==> config.mk <==
export PLATFORM = sky130hd
export DESIGN_NAME = keypad_code_lock_unit
export DESIGN_NICKNAME = d
export VERILOG_FILES = /design/src/design/kcl_pkg.sv /design/src/design/keypad_code_lock_unit.sv
export SDC_FILE = /design/constraint.sdc
export NUM_CORES = 1
export LEC_CHECK = 0
export ABC_AREA = 1
export BUFFER_PORTS_ARGS = -buffer_cell sky130_fd_sc_hd__buf_2
export CORE_MARGIN = 10
export CORE_UTILIZATION = 50
export DETAILED_ROUTE_END_ITERATION = 8
export PLACE_DENSITY = 0.7
export SKIP_LAST_GASP = 1
export SYNTH_ARGS = -nofsm -noshare
export SYNTH_HDL_FRONTEND = slang
export SYNTH_SLANG_ARGS = --single-unit
export TNS_END_PERCENT = 10
==> constraint.sdc <==
create_clock -name clk -period 12.6 [get_ports clk]
set_input_delay 0.63 -clock clk [delete_from_list [all_inputs] [get_ports clk]]
set_output_delay 0.63 -clock clk [all_outputs]
set_load 0.005 [all_outputs]
==> src/design/kcl_pkg.sv <==
// Package for the keypad code lock: payload word types, mode encoding,
// key and register codes, and the power-up code digits. No dependencies.
package kcl_pkg;

  localparam int unsigned KCL_CODE_LENGTH = 4;

  // Input word: a timer tick (command 0) or a key press (command 1)
  typedef struct packed {
    logic       command;
    logic [7:0] key_code;
  } kcl_in_t;

  // Result word, one per accepted input word
  typedef struct packed {
    logic [2:0] lock_mode;
    logic       door_open;
    logic [2:0] digits_entered;
  } kcl_out_t;

  // Internal lock mode, one-hot
  typedef enum logic [5:0] {
    MODE_CLOSED = 6'b000001,
    MODE_OPEN   = 6'b000010,
    MODE_DENIED = 6'b000100,
    MODE_VERIFY = 6'b001000,
    MODE_ENTER  = 6'b010000,
    MODE_SAVED  = 6'b100000
  } mode_t;

  // Mode codes as seen on the result word
  localparam logic [2:0] LOCK_CLOSED = 3'd0;
  localparam logic [2:0] LOCK_OPEN   = 3'd1;
  localparam logic [2:0] LOCK_DENIED = 3'd2;
  localparam logic [2:0] LOCK_VERIFY = 3'd3;
  localparam logic [2:0] LOCK_ENTER  = 3'd4;
  localparam logic [2:0] LOCK_SAVED  = 3'd5;

  // Special keys (ASCII)
  localparam logic [7:0] KEY_CHANGE  = 8'h44;  // 'D'
  localparam logic [7:0] KEY_CANCEL  = 8'h23;  // '#'
  localparam logic [7:0] KEY_RESTART = 8'h2A;  // '*'
  localparam logic [7:0] KEY_BLANK   = 8'h20;  // space, staging buffer fill

  // Configuration register indexes
  localparam logic [2:0] CFG_OPEN_TICKS    = 3'd0;
  localparam logic [2:0] CFG_DENIED_TICKS  = 3'd1;
  localparam logic [2:0] CFG_SAVED_TICKS   = 3'd2;
  localparam logic [2:0] CFG_TIMEOUT_TICKS = 3'd3;

  // Power-up code "2580", padded with '0' for longer codes
  function automatic logic [7:0] initial_digit(input int unsigned pos);
    case (pos)
      0:       initial_digit = 8'h32;
      1:       initial_digit = 8'h35;
      2:       initial_digit = 8'h38;
      default: initial_digit = 8'h30;
    endcase
  endfunction

  function automatic logic [2:0] mode_code(input mode_t m);
    unique case (m)
      MODE_CLOSED: mode_code = LOCK_CLOSED;
      MODE_OPEN:   mode_code = LOCK_OPEN;
      MODE_DENIED: mode_code = LOCK_DENIED;
      MODE_VERIFY: mode_code = LOCK_VERIFY;
      MODE_ENTER:  mode_code = LOCK_ENTER;
      MODE_SAVED:  mode_code = LOCK_SAVED;
      default:     mode_code = LOCK_CLOSED;
    endcase
  endfunction

endpackage

==> src/design/keypad_code_lock_unit.sv <==
// Keypad code lock: top level, all lock state and the result register.
// Depends on kcl_pkg.
//
//   channel  | direction | handshake          | word
//   ---------+-----------+--------------------+-----------------------------------
//   in       | input     | in_valid/in_stall  | kcl_in_t  {command, key_code}
//   out      | output    | out_valid/out_stall| kcl_out_t {lock_mode, door_open,
//            |           |                    |            digits_entered}
//   cfg      | input     | cfg_en             | cfg_index, cfg_data (8 bit)
//
// One word is accepted per cycle unless in_stall is high; its result shows
// on out in the next cycle. The rate is set by the single result register:
// a new word enters while the previous result is being taken, and in_stall
// rises only while a result waits under out_stall. Synchronous reset restores
// the code "2580", the default tick counts and the closed mode; no clearing pass.
module keypad_code_lock_unit #(
  parameter int unsigned CODE_LENGTH = kcl_pkg::KCL_CODE_LENGTH
) (
  input  logic             clk,
  input  logic             rst,
  input  logic             in_valid,
  output logic             in_stall,
  input  kcl_pkg::kcl_in_t in_word,
  output logic             out_valid,
  input  logic             out_stall,
  output kcl_pkg::kcl_out_t out_word,
  input  logic             cfg_en,
  input  logic [2:0]       cfg_index,
  input  logic [7:0]       cfg_data
);

  import kcl_pkg::*;

  // Compare index covers the code positions; staged count also holds "full".
  localparam int unsigned IDX_W = (CODE_LENGTH > 1) ? $clog2(CODE_LENGTH) : 1;
  localparam int unsigned CNT_W = $clog2(CODE_LENGTH + 1);

  // Configuration
  logic [7:0] open_ticks;
  logic [7:0] denied_ticks;
  logic [7:0] saved_ticks;
  logic [7:0] timeout_ticks;

  // Lock state
  mode_t            mode;
  logic [7:0]       elapsed;
  logic [IDX_W-1:0] compare_index;
  logic             all_matched;
  logic [CNT_W-1:0] staged_count;
  logic [7:0]       stored_code [CODE_LENGTH];
  logic [7:0]       staged_code [CODE_LENGTH];

  // Next values and update strobes
  mode_t            mode_next;
  logic [7:0]       elapsed_next;
  logic [IDX_W-1:0] compare_index_next;
  logic             all_matched_next;
  logic [CNT_W-1:0] staged_count_next;
  logic             stage_we;
  logic             commit;
  logic             out_valid_next;
  kcl_out_t         result;

  // Datapath helpers
  logic             in_fire;
  logic             is_key;
  logic [7:0]       key;
  logic [7:0]       tick_count;
  logic [7:0]       elapsed_check;
  logic             matched;
  logic             last_pos;
  logic             buffer_full;
  logic             go;
  mode_t            target;
  mode_t            check_target;
  logic [IDX_W-1:0] idx_step;
  logic             am_step;
  logic [CNT_W-1:0] cnt_step;
  logic [CNT_W+2:0] cnt_wide;

  // Accept whenever the result register is free or being drained this cycle.
  assign in_stall = out_valid && out_stall;
  assign in_fire  = in_valid && !in_stall;
  assign is_key   = in_word.command;
  assign key      = in_word.key_code;

  always_comb begin
    // Ticks advance the counter, saturating at the top.
    tick_count = elapsed;
    if (!is_key && (elapsed != 8'hFF)) begin
      tick_count = elapsed + 8'd1;
    end

    // Code compare for closed and verify modes
    matched     = all_matched && (stored_code[compare_index] == key);
    last_pos    = (compare_index == IDX_W'(CODE_LENGTH - 1));
    buffer_full = (staged_count == CNT_W'(CODE_LENGTH));
    if (!matched) begin
      check_target = MODE_DENIED;
    end else if (mode == MODE_CLOSED) begin
      check_target = MODE_OPEN;
    end else begin
      check_target = MODE_ENTER;
    end

    go       = 1'b0;
    target   = MODE_CLOSED;
    idx_step = compare_index;
    am_step  = all_matched;
    cnt_step = staged_count;
    stage_we = 1'b0;
    commit   = 1'b0;

    unique case (mode)
      MODE_CLOSED, MODE_VERIFY: begin
        if (is_key) begin
          if ((mode == MODE_CLOSED) && (key == KEY_CHANGE)) begin
            go     = 1'b1;
            target = MODE_VERIFY;
          end else if (last_pos) begin
            go     = 1'b1;
            target = check_target;
          end else begin
            idx_step = compare_index + IDX_W'(1);
            am_step  = matched;
          end
        end
      end
      MODE_OPEN: begin
        if (tick_count >= open_ticks) begin
          go = 1'b1;
        end
      end
      MODE_DENIED: begin
        if (tick_count >= denied_ticks) begin
          go = 1'b1;
        end
      end
      MODE_SAVED: begin
        if (tick_count >= saved_ticks) begin
          go = 1'b1;
        end
      end
      MODE_ENTER: begin
        if (is_key) begin
          if (key == KEY_CANCEL) begin
            go = 1'b1;
          end else if ((key == KEY_CHANGE) && buffer_full) begin
            commit = 1'b1;
            go     = 1'b1;
            target = MODE_SAVED;
          end else if ((key != KEY_RESTART) && !buffer_full) begin
            stage_we = 1'b1;
            cnt_step = staged_count + CNT_W'(1);
          end else begin
            go     = 1'b1;
            target = MODE_VERIFY;
          end
        end
      end
      default: begin
        go = 1'b1;
      end
    endcase

    // Timeout is checked after the mode's own action; a mode change has
    // already cleared the counter.
    elapsed_check = go ? 8'd0 : tick_count;
    if (elapsed_check >= timeout_ticks) begin
      go     = 1'b1;
      target = MODE_CLOSED;
    end

    // Entering any mode clears the per-mode state.
    if (go) begin
      mode_next          = target;
      elapsed_next       = 8'd0;
      compare_index_next = '0;
      all_matched_next   = 1'b1;
      staged_count_next  = '0;
    end else begin
      mode_next          = mode;
      elapsed_next       = tick_count;
      compare_index_next = idx_step;
      all_matched_next   = am_step;
      staged_count_next  = cnt_step;
    end

    cnt_wide              = {3'b000, staged_count_next};
    result.lock_mode      = mode_code(mode_next);
    result.door_open      = (mode_next == MODE_OPEN);
    result.digits_entered = cnt_wide[2:0];

    // Hold a stalled result, drop a taken one.
    if (in_fire) begin
      out_valid_next = 1'b1;
    end else if (out_stall) begin
      out_valid_next = out_valid;
    end else begin
      out_valid_next = 1'b0;
    end
  end

  always_ff @(posedge clk) begin
    if (rst) begin
      open_ticks    <= 8'd5;
      denied_ticks  <= 8'd2;
      saved_ticks   <= 8'd5;
      timeout_ticks <= 8'd15;
      mode          <= MODE_CLOSED;
      elapsed       <= 8'd0;
      compare_index <= '0;
      all_matched   <= 1'b1;
      staged_count  <= '0;
      out_valid     <= 1'b0;
      for (int unsigned i = 0; i < CODE_LENGTH; i++) begin
        stored_code[i] <= initial_digit(i);
        staged_code[i] <= KEY_BLANK;
      end
    end else begin
      if (cfg_en) begin
        unique case (cfg_index)
          CFG_OPEN_TICKS:    open_ticks    <= cfg_data;
          CFG_DENIED_TICKS:  denied_ticks  <= cfg_data;
          CFG_SAVED_TICKS:   saved_ticks   <= cfg_data;
          CFG_TIMEOUT_TICKS: timeout_ticks <= cfg_data;
          default: ;
        endcase
      end
      if (in_fire) begin
        mode          <= mode_next;
        elapsed       <= elapsed_next;
        compare_index <= compare_index_next;
        all_matched   <= all_matched_next;
        staged_count  <= staged_count_next;
        if (stage_we) begin
          staged_code[staged_count[IDX_W-1:0]] <= key;
        end
        // Commit the full staging buffer as the new code.
        if (commit) begin
          for (int unsigned i = 0; i < CODE_LENGTH; i++) begin
            stored_code[i] <= staged_code[i];
          end
        end
      end
      out_valid <= out_valid_next;
    end
  end

  // Result payload, loaded on accept
  always_ff @(posedge clk) begin
    if (in_fire) begin
      out_word <= result;
    end
  end

  // Door output agrees with the reported mode.
  a_door_mode: assert property (@(posedge clk) disable iff (rst)
    out_valid |-> (out_word.door_open == (out_word.lock_mode == LOCK_OPEN)))
    else $error("door_open disagrees with lock_mode");

  // Staged digits exist only during new-code entry.
  a_staged_enter: assert property (@(posedge clk) disable iff (rst)
    (staged_count != '0) |-> (mode == MODE_ENTER))
    else $error("staged digits outside enter mode");

  // Compare progress only while checking a code.
  a_index_mode: assert property (@(posedge clk) disable iff (rst)
    (compare_index != '0) |-> ((mode == MODE_CLOSED) || (mode == MODE_VERIFY)))
    else $error("compare index outside code check");

  // Every accepted word yields a result in the next cycle.
  a_fire_result: assert property (@(posedge clk) disable iff (rst)
    in_fire |=> out_valid)
    else $error("accepted word produced no result");

  // Timed modes never keep a counter at or past the timeout.
  a_timeout: assert property (@(posedge clk) disable iff (rst)
    (in_fire && (mode_next != MODE_CLOSED)) |-> (elapsed_next < timeout_ticks))
    else $error("timeout not taken");

endmodule
# Word level (Yosys, flattened, before mapping)
# Memory sizes are Yosys's and may differ from the RTL's. A register that Yosys moved wholly into a read port is not among the register bits.
# Cells that the tools add are included.
[op_classes]
add_sub_neg = 3
magnitude_cmp = 4
eq_ne = 24
mux = 78
n_bitwise = 4
reduce_logical = 20
[ops]
columns = ["operator", "n"]
rows = [
  ["$mux 8", 12],
  ["$mux 6", 8],
  ["$mux 1", 38],
  ["$ge 8x8->1", 4],
  ["$mux 3", 6],
  ["$mux 2", 8],
  ["$pmux 3 s5", 1],
  ["$eq 6x2->1 const B", 2],
  ["$eq 6x3->1 const B", 2],
  ["$eq 6x4->1 const B", 2],
  ["$eq 6x5->1 const B", 2],
  ["$eq 6x6->1 const B", 2],
  ["$pmux 6 s2", 1],
  ["$mux 5", 2],
  ["$add 8x1->8 const B", 1],
  ["$eq 8x6->1 const B", 1],
  ["$eq 8x7->1 const B", 1],
  ["$eq 8x8->1", 1],
  ["$ne 8x6->1 const B", 1],
  ["$ne 8x8->1 const B", 1],
  ["$reduce_and 2->1", 4],
  ["$reduce_or 8->1", 1],
  ["$logic_and 1x1->1", 7],
  ["$eq 3x2->1 const B", 2],
  ["other kinds (16)", 23],
]
[word_totals]
regBits = 60
ram_bits = 64
output_inout_bits = 9
elab_cells = 148
mem_count = 2
[mem_list]
columns = ["name", "words", "width", "rd", "rd_ports_with_merged_regs", "write_ports", "line", "text"]
rows = [
  ["staged_code", 4, 8, 4, 0, 4, "keypad_code_lock_unit.sv:51", "logic [7:0] staged_code [CODE_LENGTH];"],
  ["stored_code", 4, 8, 1, 1, 4, "keypad_code_lock_unit.sv:50", "logic [7:0] stored_code [CODE_LENGTH];"],
]

# Logic depth before layout (Yosys ltp)
[logic_depth]
word_depth = 15
mapped_depth = 35
depth_no_buf = 32

# Least setup slack after synthesis
# Ideal clock, no wire load.
[synth_timing]
kind = "input to register"
start = "input port in_word[8] (netlist name)"
end = "register out_word[3] (netlist name), data pin"
setup_ps = 251
t_arrival_ps = 3968
required_time_ps = 12349
setup_slack_ps = 8381
cell_stages = 28
path_buffers = 3
path_cell_list = "inv_1 > nand2_1 > nor3_1 > nand2_1 > nor2_1 > xor2_1 > ha_1 > nand2_1 > inv_1 > nor2_1 > o21a_1 > nand3_1 > nand2_1 > nand2_1 > nor2_2 > nand2_2 > buf_6 > nor2_1 > ha_1 > nand2_1 > nor2_1 > a211oi_1 > and3_1 > buf_2 > buf_2 > nand2_2 > nand2_2 > nor2_2"
[synth_rtl]
columns = ["element", "line", "text"]
rows = [
  ["from (decl)", "keypad_code_lock_unit.sv:23", "input kcl_pkg::kcl_in_t in_word,"],
  ["to (signal assigned)", "keypad_code_lock_unit.sv:253", "out_word <= result;"],
  ["to (decl)", "keypad_code_lock_unit.sv:26", "output kcl_pkg::kcl_out_t out_word,"],
]

# Final worst setup path
[layout_timing]
start = "register elapsed[1]"
end = "register elapsed[7]"
[layout_via]
elab_chain_cells = 10
[layout_lines]
columns = ["element", "line", "text"]
rows = [
  ["from (decl)", "keypad_code_lock_unit.sv:46", "logic [7:0] elapsed;"],
  ["from (signal assigned)", "keypad_code_lock_unit.sv:232", "elapsed <= elapsed_next;"],
  ["branches (longest 2 deep; another with $add 8x1->8)", "-", ""],
  ["$mux 8 *", "keypad_code_lock_unit.sv:90", "if (!is_key && (elapsed != 8'hFF)) begin"],
  ["$ge 8x8->1 (on tied branches)", "keypad_code_lock_unit.sv:140, keypad_code_lock_unit.sv:130, keypad_code_lock_unit.sv:135", ""],
  ["$mux 1 (on tied branches)", "keypad_code_lock_unit.sv:140, keypad_code_lock_unit.sv:130, keypad_code_lock_unit.sv:135", ""],
  ["$pmux 1 s5", "keypad_code_lock_unit.sv:114", "unique case (mode)"],
  ["$mux 8", "keypad_code_lock_unit.sv:168", "elapsed_check = go ? 8'd0 : tick_count;"],
  ["$ge 8x8->1", "keypad_code_lock_unit.sv:169", "if (elapsed_check >= timeout_ticks) begin"],
  ["$mux 1", "keypad_code_lock_unit.sv:169", ""],
  ["$mux 8 *", "keypad_code_lock_unit.sv:175", "if (go) begin"],
]
# Every way passes the cells marked *.
# A chain may end at the register's enable or synchronous reset.

==> impl_metrics.yaml <==
outcome:
  status: "completed"
yosys:
  synthesis.area_sq_um: 6628
  synth_top_family_by_area: "simple AND/OR/NAND/NOR gates"
  ys_seq_area_frac: 0.4878
  yosys.area_share.simple: 0.2522
  syn_inst: 803
  synth-compound-area-share: 0.08760
  ys_ff_latch: 126
  synth_xor_xnor_area_share: 0.01454
  yosysWarnings: 0
  netlist.area_leader.share: 0.3217
  synth_cell_types: 37
  yosys-top-cells-area: "edfxtp_1 32%, dfxtp_1 17%, nand2_1 9.1%, inv_1 6.9%, ha_1 6.8%"
  syn_nets: 864
  yosysTopAreaCell: "edfxtp_1"
  avgSynthCellArea_sq_um: 8.254
  synthAdderAreaFrac: 0.06796
  synthMuxAreaShare: 0
clocking:
  cts.sinks: 126
  clkLatencyLatePin_ns: 0.42
  cts_tree: "built"
  cts_resized: 0
  htree_levels: 4
  cts.clk_slew.worst_paths_ns: 0.05
  clock_path_buffers: 2
  cts_buffers: 17
  post_cts_buffers: 0
  cts_root_buf: "clkbuf_16"
  hold_buffers: 0
cells_and_area:
  area_delta_synth_final_pct: 13.25
  final_area_sq_um: 7506
  antenna_cells: 0
  drive_above_1_share: 0.1240
  nNetsFinal: 896
grt:
  grt_pass1_wl_um: 25060
  grt_overflow: 0
  grt_pass1_vias: 5035
  grt_use_total: 0.1719
  antenna_found_initial: 0
  grt_max_degree: 33
critical_path:
  path_buf_inv: 2
  start_kind: "flop"
  critical_path_class: "flop to flop"
  slowest_delay_ns: 0.60
  crit_arrival_ns: 5.82
  crit_required_ns: 12.95
  end_kind: "flop"
  cp_common_cell: "nand2_1"
  worst-r2r-setup-slack_ns: 7.12
  cpLargestDelayFamily: "simple AND/OR/NAND/NOR gates"
  slowest_stage: "and3_1"
  crit_fanout: 15
die:
  design.portCount: 34
  core_area_sq_um: 13140
  fp-row-count: 42
  die_h_um: 135.1
  start_util: 0.5045
  die_w_um: 135.1
  die-area_sq_um: 18260
placed_design:
  gp_congestion: 0.9057
  dp_hpwl_um: 10880
  placed_area_sq_um: 6927
  numPortBuffers: 33
detailed_routing:
  drtIter0Drc: 391
  wl_per_cell_um: 14.71
  ant_nets: 0
  viasPerCell: 5.108
  drt-total-wl_um: 15050
  vias: 5225
  route.detailed.drc: 0
  firstDrtPassIters: 5
timing:
  final-hold-violation-count: 0
  max_freq_mhz: 182.5
  worstMarginPinSlew_ns: 1.096
  slew-limit-headroom: 0.2689
  fin_crit_ns: 5.478
  timing.final.setup_violations: 0
  final_max_slew_viol_count: 0
  fin_skew_ns: 0.01028
  min_period_over_period: 0.4348
  grt_setup_unrepaired: "no"
  fin_tns_setup_ns: 0
power:
  power.density_nw_per_um2: 142.8
  vdd_ir_drop_max_uv: 73.49
  cellLeakagePower_uw: 0.003337
worst_hold_path:
  min_path_type: "flop to flop"
job:
  max_cap_violations: 0
-- through the flow --
step	utilization	power (uW)	instances	setup slack (ns)	hold WS, ns
2_1_floorplan	-	562.8	803	8.381	0.4353
3_3_place_gp	0.5272	595.0	992	7.231	0.4520
3_5_place_dp	0.5272	596.8	992	7.057	0.4581
4_1_cts	0.5713	1079	1023	7.174	0.4676
5_1_grt	0.5713	1115	1023	6.558	0.4876
6_report	0.5713	1072	1023	7.122	0.4632
-- sequential cells by signal, indices dropped and copies added (netlist names), 7 cells and up, named ones only --
| signal | flops |
|---|---|
| timeout_ticks | 8 |
| open_ticks | 8 |
| staged_code | 32 |
| out_word | 7 |
| stored_code | 32 |
| denied_ticks | 8 |
| elapsed | 8 |
| saved_ticks | 8 |
-- cell usage in the layout (no fill, tap or decap), types with 10 or more instances in the layout --
cell type,count
nand2_1,160
inv_1,122
nor2_1,92
edfxtp_1,71
dfxtp_1,55
nand3_1,51
a21oi_1,51
o21ai_0,40
ha_1,36
buf_2,33
clkbuf_16,17
nor3_1,12
nand4_1,12
or2_1,10
xor2_1,10
-- report_power, final --
part	switching, uW	internal (uW)	total (uW)
clock	175	308	483
sequential	12.7	451	464
combinational	86.3	38.7	125
-- layout make-up --
type / count / area [sq um]
fill: 1242 / 5632
sequential: 126 / 3233
multi-input combinational: 526 / 2805
inverter: 128 / 480.5
clock buffer: 19 / 432.9
tap: 176 / 220.2
timing repair buffer: 36 / 187.7
clock inverter: 12 / 146.4
-- logic make-up (layout without fill, tap and decap cells) --
logic type	Yosys count	in the layout
DFF	126	126
and+or+nand+nor	371	371
xor gates and xnor gates	11	11
AOI/OAI and AO/OA	108	108
buffers and inverters	151	195
adders and majority gates	36	36
-- Yosys cell counts, drive strengths merged --
cell type,instances
nand3,55
o211ai,6
and3,2
a211oi,1
buf,8
o21ai,44
clkbuf,15
nor3,13
a21o,1
nand4,12
o32ai,1
nor2,106
or2,13
inv,128
ha,36
a21oi,53
dfxtp,55
o31ai,1
nand2,168
xor2,10
xnor2,1
nor4,1
and2,1
o21a,1
edfxtp,71
-- worst reg2reg max path: cells and delay by family, from the launching register on --
kind | cells | cell delay, ns
AND/OR/NAND/NOR | 19 | 3.14
XOR/XNOR | 1 | 0.41
flip-flops | 1 | 0.34
adder cells (fa/ha/maj) | 3 | 0.81
buffers and inverters | 2 | 0.13
AO/OA/AOI/OAI | 4 | 0.62
-- worst paths after layout --
| kind | startpoint | end | cells past startpoint |
|---|---|---|---|
| min reg2reg | saved_ticks[5] | saved_ticks[5] | 2 |
| min | saved_ticks[5] | saved_ticks[5] | 2 |
| max reg2reg | elapsed[1] | elapsed[7] | 29 |
| max | elapsed[1] | elapsed[7] | 29 |
-- metal layers --
metal	track usage	share of wire	vias to the layer above
li1	-	-	2672
met2	0.2811	0.48	138
met5	0	0	-
met4	0.07416	0.023	0
met1	0.2157	0.44	2391
met3	0.03524	0.054	24
Power figures use the tool's default switching activity.
